$ cat src/hw/rtl/gbfts_pkg.sv
// Types and constants of the binary frame / text line splitter.
// Depends on nothing; used by every splitter file but gbfts_stream_if.
package gbfts_pkg;

	localparam int unsigned LINE_STORE_SIZE_DEF = 256;

	localparam logic [7:0] SYNC_ONE = 8'hB5;
	localparam logic [7:0] SYNC_TWO = 8'h62;
	localparam logic [7:0] NEWLINE  = 8'h0A;

	localparam logic [16:0] POS_IDLE  = 17'd0;
	localparam logic [16:0] POS_SYNC2 = 17'd1;
	localparam logic [16:0] POS_CLASS = 17'd2;
	localparam logic [16:0] POS_ID    = 17'd3;
	localparam logic [16:0] POS_LENLO = 17'd4;
	localparam logic [16:0] POS_LENHI = 17'd5;
	localparam logic [16:0] POS_BODY  = 17'd6;

	typedef enum logic [2:0] {
		KIND_TEXT    = 3'd0,
		KIND_OTHER   = 3'd1,
		KIND_FRAME   = 3'd2,
		KIND_PAYLOAD = 3'd3,
		KIND_END     = 3'd4
	} byte_kind_t;

	typedef struct packed {
		logic [7:0] data_byte;
		logic       taken_by_other;
	} in_item_t;

	typedef struct packed {
		logic [7:0]  byte_value;
		logic [2:0]  byte_kind;
		logic [15:0] payload_index;
		logic [7:0]  frame_class;
		logic [7:0]  frame_id;
		logic [15:0] frame_length;
		logic        checksum_error;
		logic        line_end;
		logic [7:0]  line_length;
	} out_item_t;

	typedef struct packed {
		logic        used;
		byte_kind_t  kind;
		logic [15:0] pidx;
		logic [7:0]  cls;
		logic [7:0]  id;
		logic [15:0] len;
		logic        cerr;
	} frame_res_t;

	typedef struct packed {
		logic       lend;
		logic [7:0] llen;
	} line_res_t;

endpackage

$ cat src/hw/rtl/gbfts_stream_if.sv
// Valid/ready request channel with a typed payload.
// Depends on nothing; payload type set per instance.
interface gbfts_stream_if #(
	parameter type payload_t = logic [7:0]
) ();
	logic     valid;
	logic     ready;
	payload_t payload;

	modport source (output valid, output payload, input ready);
	modport sink (input valid, input payload, output ready);
endinterface

$ cat src/hw/rtl/gbfts_frame.sv
// Binary frame tracker: sync, header, payload, Fletcher-8 check.
// Depends on gbfts_pkg.
module gbfts_frame
	import gbfts_pkg::*;
(
	input  logic       clk,
	input  logic       arst_n,
	input  logic       en,
	input  logic [7:0] data_byte,
	input  logic       taken_by_other,
	input  logic       line_idle,
	output frame_res_t res
);

	logic [16:0] pos_q, pos_d;
	logic [7:0]  cls_q, cls_d, id_q, id_d, sum_a_q, sum_a_d, sum_b_q, sum_b_d;
	logic [15:0] len_q, len_d;
	logic [16:0] off;
	logic [7:0]  sa_add, sb_add;
	logic        adv;

	assign off    = pos_q - POS_BODY;
	assign sa_add = sum_a_q + data_byte;
	assign sb_add = sum_b_q + sa_add;

	always_comb begin
		pos_d   = pos_q;
		cls_d   = cls_q;
		id_d    = id_q;
		len_d   = len_q;
		sum_a_d = sum_a_q;
		sum_b_d = sum_b_q;
		adv     = 1'b0;
		res     = '0;
		res.kind = KIND_TEXT;
		if (line_idle && pos_q == POS_IDLE && taken_by_other) begin
			res.used = 1'b1;
			res.kind = KIND_OTHER;
		end else if (line_idle) begin
			priority if (pos_q == POS_IDLE) begin
				if (data_byte == SYNC_ONE) begin
					adv   = 1'b1;
					pos_d = POS_SYNC2;
				end
			end else if (pos_q == POS_SYNC2) begin
				if (data_byte == SYNC_TWO) begin
					adv     = 1'b1;
					pos_d   = POS_CLASS;
					sum_a_d = '0;
					sum_b_d = '0;
				end
			end else if (pos_q < POS_BODY) begin
				adv     = 1'b1;
				pos_d   = pos_q + 17'd1;
				sum_a_d = sa_add;
				sum_b_d = sb_add;
				unique case (pos_q)
					POS_CLASS: cls_d = data_byte;
					POS_ID:    id_d = data_byte;
					POS_LENLO: len_d = {8'h00, data_byte};
					default:   len_d = {data_byte, len_q[7:0]};
				endcase
			end else if (off < {1'b0, len_q}) begin
				adv      = 1'b1;
				pos_d    = pos_q + 17'd1;
				sum_a_d  = sa_add;
				sum_b_d  = sb_add;
				res.kind = KIND_PAYLOAD;
				res.pidx = off[15:0];
				res.cls  = cls_q;
				res.id   = id_q;
				res.len  = len_q;
			end else if (off == {1'b0, len_q}) begin
				if (data_byte == sum_a_q) begin
					adv   = 1'b1;
					pos_d = pos_q + 17'd1;
				end else begin
					res.cerr = 1'b1;
				end
			end else begin
				if (data_byte == sum_b_q) begin
					adv      = 1'b1;
					pos_d    = POS_IDLE;
					res.kind = KIND_END;
					res.cls  = cls_q;
					res.id   = id_q;
					res.len  = len_q;
				end else begin
					res.cerr = 1'b1;
				end
			end
			if (adv) begin
				res.used = 1'b1;
				if (res.kind == KIND_TEXT) begin
					res.kind = KIND_FRAME;
				end
			end else begin
				pos_d = POS_IDLE;
			end
		end
	end

	always_ff @(posedge clk or negedge arst_n) begin
		if (!arst_n) begin
			pos_q   <= POS_IDLE;
			cls_q   <= '0;
			id_q    <= '0;
			len_q   <= '0;
			sum_a_q <= '0;
			sum_b_q <= '0;
		end else if (en) begin
			pos_q   <= pos_d;
			cls_q   <= cls_d;
			id_q    <= id_d;
			len_q   <= len_d;
			sum_a_q <= sum_a_d;
			sum_b_q <= sum_b_d;
		end
	end

endmodule

$ cat src/hw/rtl/gbfts_line.sv
// Text line counter: counts bytes up to a newline, wraps at the store size.
// Depends on gbfts_pkg.
module gbfts_line
	import gbfts_pkg::*;
#(
	parameter int unsigned LINE_STORE_SIZE = LINE_STORE_SIZE_DEF
) (
	input  logic       clk,
	input  logic       arst_n,
	input  logic       en,
	input  logic       text,
	input  logic [7:0] data_byte,
	output logic       line_idle,
	output line_res_t  res
);

	localparam int unsigned W  = $clog2(LINE_STORE_SIZE);
	localparam int unsigned CW = (W + 1 > 8) ? W + 1 : 8;

	logic [W-1:0]  pos_q, pos_d;
	logic [W:0]    nxt, wrapped;
	logic [CW-1:0] ext;

	assign line_idle = (pos_q == '0);
	assign nxt       = {1'b0, pos_q} + (W+1)'(1);
	assign wrapped   = (nxt >= (W+1)'(LINE_STORE_SIZE)) ? '0 : nxt;
	assign ext       = CW'(wrapped);

	always_comb begin
		pos_d = pos_q;
		res   = '0;
		if (text) begin
			pos_d = wrapped[W-1:0];
			if (wrapped != '0 && data_byte == NEWLINE) begin
				res.lend = 1'b1;
				res.llen = (ext > CW'(255)) ? 8'hFF : ext[7:0];
				pos_d    = '0;
			end
		end
	end

	always_ff @(posedge clk or negedge arst_n) begin
		if (!arst_n) begin
			pos_q <= '0;
		end else if (en) begin
			pos_q <= pos_d;
		end
	end

endmodule

$ cat src/hw/rtl/gnss_binary_frame_text_splitter.sv
// Binary frame / text line splitter for a mixed GNSS receiver byte stream.
// Depends on gbfts_pkg, gbfts_stream_if, gbfts_frame and gbfts_line.
//
// in_ch carries one received byte per request plus a flag that an outside
// deframer claims it; out_ch returns one request per byte that names what
// the byte was (text, other protocol, frame header, payload, frame end),
// with payload index, frame header fields, checksum error and line end.
// A byte accepted at a clock edge lands in the input register, is
// classified there against the frame and line state and moves to the result
// register once that register is free or being taken by out_ch; only then is
// its result offered. One byte per cycle is sustained while out_ch is ready; the
// frame and line state update as a byte moves from the input register to the
// result register, so each byte sees the state left by the one before it.
// A stalled receiver holds the result register; the input register still
// takes one more byte, then in_ch.ready drops until out_ch moves again.
// Reset (arst_n low) clears both registers' valid flags and returns the
// frame tracker and line counter to idle.
module gnss_binary_frame_text_splitter
	import gbfts_pkg::*;
#(
	parameter int unsigned LINE_STORE_SIZE = LINE_STORE_SIZE_DEF
) (
	input logic           clk,
	input logic           arst_n,
	gbfts_stream_if.sink   in_ch,
	gbfts_stream_if.source out_ch
);

	in_item_t   in_s1;
	logic       vld_s1;
	out_item_t  out_s2;
	logic       vld_s2;
	logic       adv_s1;
	logic       line_idle;
	frame_res_t fres;
	line_res_t  lres;

	assign adv_s1      = vld_s1 && (!vld_s2 || out_ch.ready);
	assign in_ch.ready = !vld_s1 || adv_s1;

	gbfts_frame u_frame (
		.clk            (clk),
		.arst_n         (arst_n),
		.en             (adv_s1),
		.data_byte      (in_s1.data_byte),
		.taken_by_other (in_s1.taken_by_other),
		.line_idle      (line_idle),
		.res            (fres)
	);

	gbfts_line #(
		.LINE_STORE_SIZE (LINE_STORE_SIZE)
	) u_line (
		.clk       (clk),
		.arst_n    (arst_n),
		.en        (adv_s1),
		.text      (!fres.used),
		.data_byte (in_s1.data_byte),
		.line_idle (line_idle),
		.res       (lres)
	);

	always_ff @(posedge clk or negedge arst_n) begin
		if (!arst_n) begin
			vld_s1 <= 1'b0;
			vld_s2 <= 1'b0;
		end else begin
			if (in_ch.ready) begin
				vld_s1 <= in_ch.valid;
			end
			if (adv_s1) begin
				vld_s2 <= 1'b1;
			end else if (out_ch.ready) begin
				vld_s2 <= 1'b0;
			end
		end
	end

	always_ff @(posedge clk) begin
		if (in_ch.ready && in_ch.valid) begin
			in_s1 <= in_ch.payload;
		end
		if (adv_s1) begin
			out_s2.byte_value     <= in_s1.data_byte;
			out_s2.byte_kind      <= fres.kind;
			out_s2.payload_index  <= fres.pidx;
			out_s2.frame_class    <= fres.cls;
			out_s2.frame_id       <= fres.id;
			out_s2.frame_length   <= fres.len;
			out_s2.checksum_error <= fres.cerr;
			out_s2.line_end       <= lres.lend;
			out_s2.line_length    <= lres.llen;
		end
	end

	assign out_ch.valid   = vld_s2;
	assign out_ch.payload = out_s2;

endmodule

$ cat src/flat_wrapper.sv
// flat-port wrapper written by rule: the top's interface ports become plain ports
module gnss_binary_frame_text_splitter_flat import gbfts_pkg::*;
#(
	parameter int unsigned LINE_STORE_SIZE = LINE_STORE_SIZE_DEF
)
  (clk, arst_n, in_ch_valid, in_ch_payload, in_ch_ready, out_ch_valid, out_ch_payload, out_ch_ready);
  gbfts_stream_if #(.payload_t(in_item_t)) in_ch_i ();
  gbfts_stream_if #(.payload_t(out_item_t)) out_ch_i ();
  input logic clk;
  input logic arst_n;
  input wire logic [$bits(in_ch_i.valid)-1:0] in_ch_valid;
  input wire logic [$bits(in_ch_i.payload)-1:0] in_ch_payload;
  output wire logic [$bits(in_ch_i.ready)-1:0] in_ch_ready;
  output wire logic [$bits(out_ch_i.valid)-1:0] out_ch_valid;
  output wire logic [$bits(out_ch_i.payload)-1:0] out_ch_payload;
  input wire logic [$bits(out_ch_i.ready)-1:0] out_ch_ready;
  assign in_ch_i.valid = in_ch_valid;
  assign in_ch_i.payload = in_ch_payload;
  assign in_ch_ready = in_ch_i.ready;
  assign out_ch_valid = out_ch_i.valid;
  assign out_ch_payload = out_ch_i.payload;
  assign out_ch_i.ready = out_ch_ready;
  gnss_binary_frame_text_splitter #(.LINE_STORE_SIZE(LINE_STORE_SIZE)) u_core (.clk(clk), .arst_n(arst_n), .in_ch(in_ch_i), .out_ch(out_ch_i));
endmodule
$ cat config.mk
export PLATFORM = sky130hd
export DESIGN_NAME = gnss_binary_frame_text_splitter_flat
export DESIGN_NICKNAME = d
export VERILOG_FILES = /design/src/hw/rtl/gbfts_pkg.sv /design/src/hw/rtl/gbfts_stream_if.sv /design/src/hw/rtl/gbfts_frame.sv /design/src/hw/rtl/gbfts_line.sv /design/src/hw/rtl/gnss_binary_frame_text_splitter.sv /design/src/flat_wrapper.sv
export SDC_FILE = /design/constraint.sdc
export NUM_CORES = 1
export LEC_CHECK = 0
export ABC_AREA = 1
export BUFFER_PORTS_ARGS = -buffer_cell sky130_fd_sc_hd__buf_2
export CORE_MARGIN = 2
export CORE_UTILIZATION = 64
export DETAILED_ROUTE_END_ITERATION = 6
export HOLD_SLACK_MARGIN = 0.02
export PLACE_DENSITY = 0.95
export SETUP_SLACK_MARGIN = 0.05
export SYNTH_ARGS = -nofsm -noshare
export SYNTH_HDL_FRONTEND = slang
export SYNTH_SLANG_ARGS = --single-unit
$ cat constraint.sdc
create_clock -name clk -period 8.7 [get_ports clk]
set_input_delay 0 -clock clk [delete_from_list [all_inputs] [get_ports clk]]
set_output_delay 0 -clock clk [all_outputs]
set_load 0.02 [all_outputs]
==> qor.csv <==
stage,metric,value,unit
run_status,outcome,"complete, no violations",
setup_path,worstPathRequired,8870,ps
clock_network,cts_buffers,17,
setup_path,cp_top_family,simple AND/OR/NAND/NOR gates,
clock_network,clk_path_buf_depth,2,
synthesis,yosys.cell_types.count,51,
final_layout,final_common_cell,nand2_1,
synthesis,synth_fa_ha_area_share,6.06,%
flow_run,max_cap_viol_count,0,
final_layout,fin_nets,1020,
floorplanning,core_area,12600,um^2
sta,final-hold-violation-count,0,
synthesis,syn_area,8300,um^2
synthesis,synth_top_family_by_area,simple AND/OR/NAND/NOR gates,
synthesis,syn-num-nets,922,
global_routing,overflow,0,
power_and_ir_drop,design_power_total,0.00413,W
sta,setup_viol,0,
sta,period_share,44.5,%
floorplanning,io_pins,84,
floorplanning,die-height,118,um
clock_network,clock-sinks,153,
synthesis,synth_xor_area_share,4.73,%
power_and_ir_drop,vdd_drop_max,372,uV
setup_path,critPathBufInv,3,
final_layout,area_growth,14.7,%
synthesis,synthMuxAreaShare,0,%
floorplanning,std_cell_rows,41,
synthesis,yosys_warnings,0,
synthesis,synth.area.top_cells,"edfxtp_1 28%, dfrtp_1 23%, nand2_1 7.5%, ha_1 5.6%, inv_1 4.3%",
global_routing,grt_pass1_wl,33100,um
clock_network,cts_setup_buffers,0,
power_and_ir_drop,p_leak,4.24,nW
floorplanning,die_area,13900,um^2
global_routing,grt_usage,30.3,%
route,via_count,6966,
floorplanning,die_x,118,um
setup_path,crit_slowest_cell,dfrtp_1,
clock_network,cts_root_buffer,clkbuf_16,
synthesis,yosys.area.top_type_share,28.2,%
place,port_buffers,83,
final_layout,final_cell_mix,"166 x nand2_1, 95 x inv_1, 83 x buf_2, 78 x edfxtp_1, 75 x dfrtp_1",
synthesis,synthArstFlopShare,49.0,%
synthesis,synth_compound_area_share,8.41,%
global_routing,antenna_found_initial,0,
clock_network,cts_tree,built,
sta,fin_ws,4830,ps
setup_path,crit_arrival,4040,ps
sta,slew_headroom,33.2,%
final_layout,layoutNonFillerInstCount,1153,
route,vias_per_cell,6.04,
global_routing,grt_max_degree,77,
place,dpl.hpwl,13300,um
sta,slew_violations,0,
setup_path,endpoint_kind,register,
setup_path,crit_chain,ha_1 -> inv_1 -> nand2_1 -> nor2_4 -> nand3_2 -> nor2_4 -> inv_1 -> o21ai_0 -> nand2_1 -> ha_1 -> nand4_1 -> nor4_1 -> nand2_1 -> a21oi_2 -> buf_4 -> nor3_1,
synthesis,ys_ff_latch,153,
final_layout,drive_gt1_share,19.1,%
global_routing,grt_pass1_vias,6629,
synthesis,yosys.area_share.simple,23.6,%
final_layout,final_area,9520,um^2
sta,fmax,258,MHz
sta,fin_tns_setup,0,ps
setup_path,crit_fanout,32,
sta,rsz0062_at_grt,no,
route,wire_per_inst,17.9,um
sta,post-route-min-period,3870,ps
synthesis,avgSynthCellArea,9.54,um^2
route,drc,0,
min_path,min-delay-path-class,input pin to register,
setup_path,path_class,register to register,
setup_path,slowest_delay,450,ps
synthesis,yosysTopAreaCell,edfxtp_1,
route,first_pass_iters,6,
place,gp_congestion,0.944,
place,placedInstanceArea,8810,um^2
route,routed_wl,20600,um
sta,finClkSkew,14.7,ps
place,dp.cells,1107,
clock_network,ctsResizeCount,0,
place,dp_slack,4970,ps
sta,worst_pin_slew,1000,ps
clock_network,path_clk_slew,70,ps
final_layout,num_antenna_cells,0,
setup_path,crit_path_frequent_cell,nand2_1,
clock_network,clock_latency,440,ps
clock_network,hold_buffers,14,
clock_network,htreeDepth,4,
synthesis,ys_seq_area_share,50.8,%
setup_path,cp-start-kind,register,
synthesis,synth_edf_count,78,
floorplanning,start_util,65.8,%
synthesis,synth_cells,870,
route,ant_nets,0,
route,drt_iter0_drc,879,
synthesis,synth_ff_type,edfxtp_1,
power_and_ir_drop,power_density,434,nW/um^2
==> final cells by class <==
cell class	count	area [um^2]
clock buffers	17	425
clock inverters	15	143
fillers	778	3100
inverters	103	387
multi-input cells	593	3560
flip-flops and latches	153	4220
well taps	172	215
repair buffers	100	578
==> cell families after synthesis <==
kind of cell / after synthesis
compound gates: 116
xor+xnor: 44
fa+ha+maj: 39
buf+inv: 124
flops: 153
simple gates: 394
==> power breakdown <==
part	internal (W)	switching, W	total [W]
logic	0.000707	0.00166	0.00237
registers	0.000919	0.000125	0.00104
clock network	0.000399	0.000319	0.000718
==> metal layers <==
| metal | global-route usage (%) | wire, um | vias to the layer above |
|---|---|---|---|
| met5 | 0 | 0 | - |
| met4 | 17.8 | 1180 | 0 |
| met3 | 6.44 | 1800 | 112 |
| met2 | 50.3 | 9940 | 486 |
| met1 | 36.6 | 7730 | 3244 |
| li1 | - | - | 3124 |
==> synth_stat cells (11+ instances only) <==
| master | n |
|---|---|
| nor3_1 | 31 |
| nor2_2 | 15 |
| nand3_1 | 54 |
| nand2_1 | 166 |
| a21oi_1 | 33 |
| edfxtp_1 | 78 |
| dfrtp_1 | 75 |
| xnor2_1 | 15 |
| xor2_1 | 28 |
| o21ai_0 | 51 |
| inv_1 | 95 |
| ha_1 | 37 |
| o31ai_1 | 11 |
| nand4_1 | 17 |
| nor2_1 | 67 |
==> through the flow <==
stage	hold slack (ps)	utilization (%)
6_report	272	75.5
3_5_place_dp	178	69.8
3_3_place_gp	177	69.8
5_1_grt	283	75.5
2_1_floorplan	-296	-
4_1_cts	256	75.5
==> sequential cells by signal, indices dropped and copies added (netlist names) <==
name and flops:
u_core.in_s1 9, u_core.u_frame.sum_a_q 8, u_core.u_frame.pos_q 17, u_core.u_frame.id_q 8
u_core.vld_s1 1, u_core.u_line.pos_q 8, u_core.out_ch.payload 69, u_core.u_frame.cls_q 8
u_core.u_frame.sum_b_q 8, u_core.out_ch.valid 1, u_core.u_frame.len_q 16
==> worst paths after layout <==
path                                      startpoint                   endpoint  slack [ps]  cells past startpoint
min reg2reg                u_core.u_frame.sum_a_q[6]  u_core.u_frame.sum_a_q[6]         490                      2
max reg2reg                  u_core.u_frame.pos_q[2]  u_core.out_ch.payload[15]        4830                     16
max in group asynchronous                     arst_n   u_core.u_frame.pos_q[10]        7710                      3
max                          u_core.u_frame.pos_q[2]  u_core.out_ch.payload[15]        4830                     16
min in group asynchronous                     arst_n     u_core.u_line.pos_q[0]         350                      3
min                                 in_ch_payload[2]            u_core.in_s1[2]         270                      2
Power figures use the tool's default switching activity.
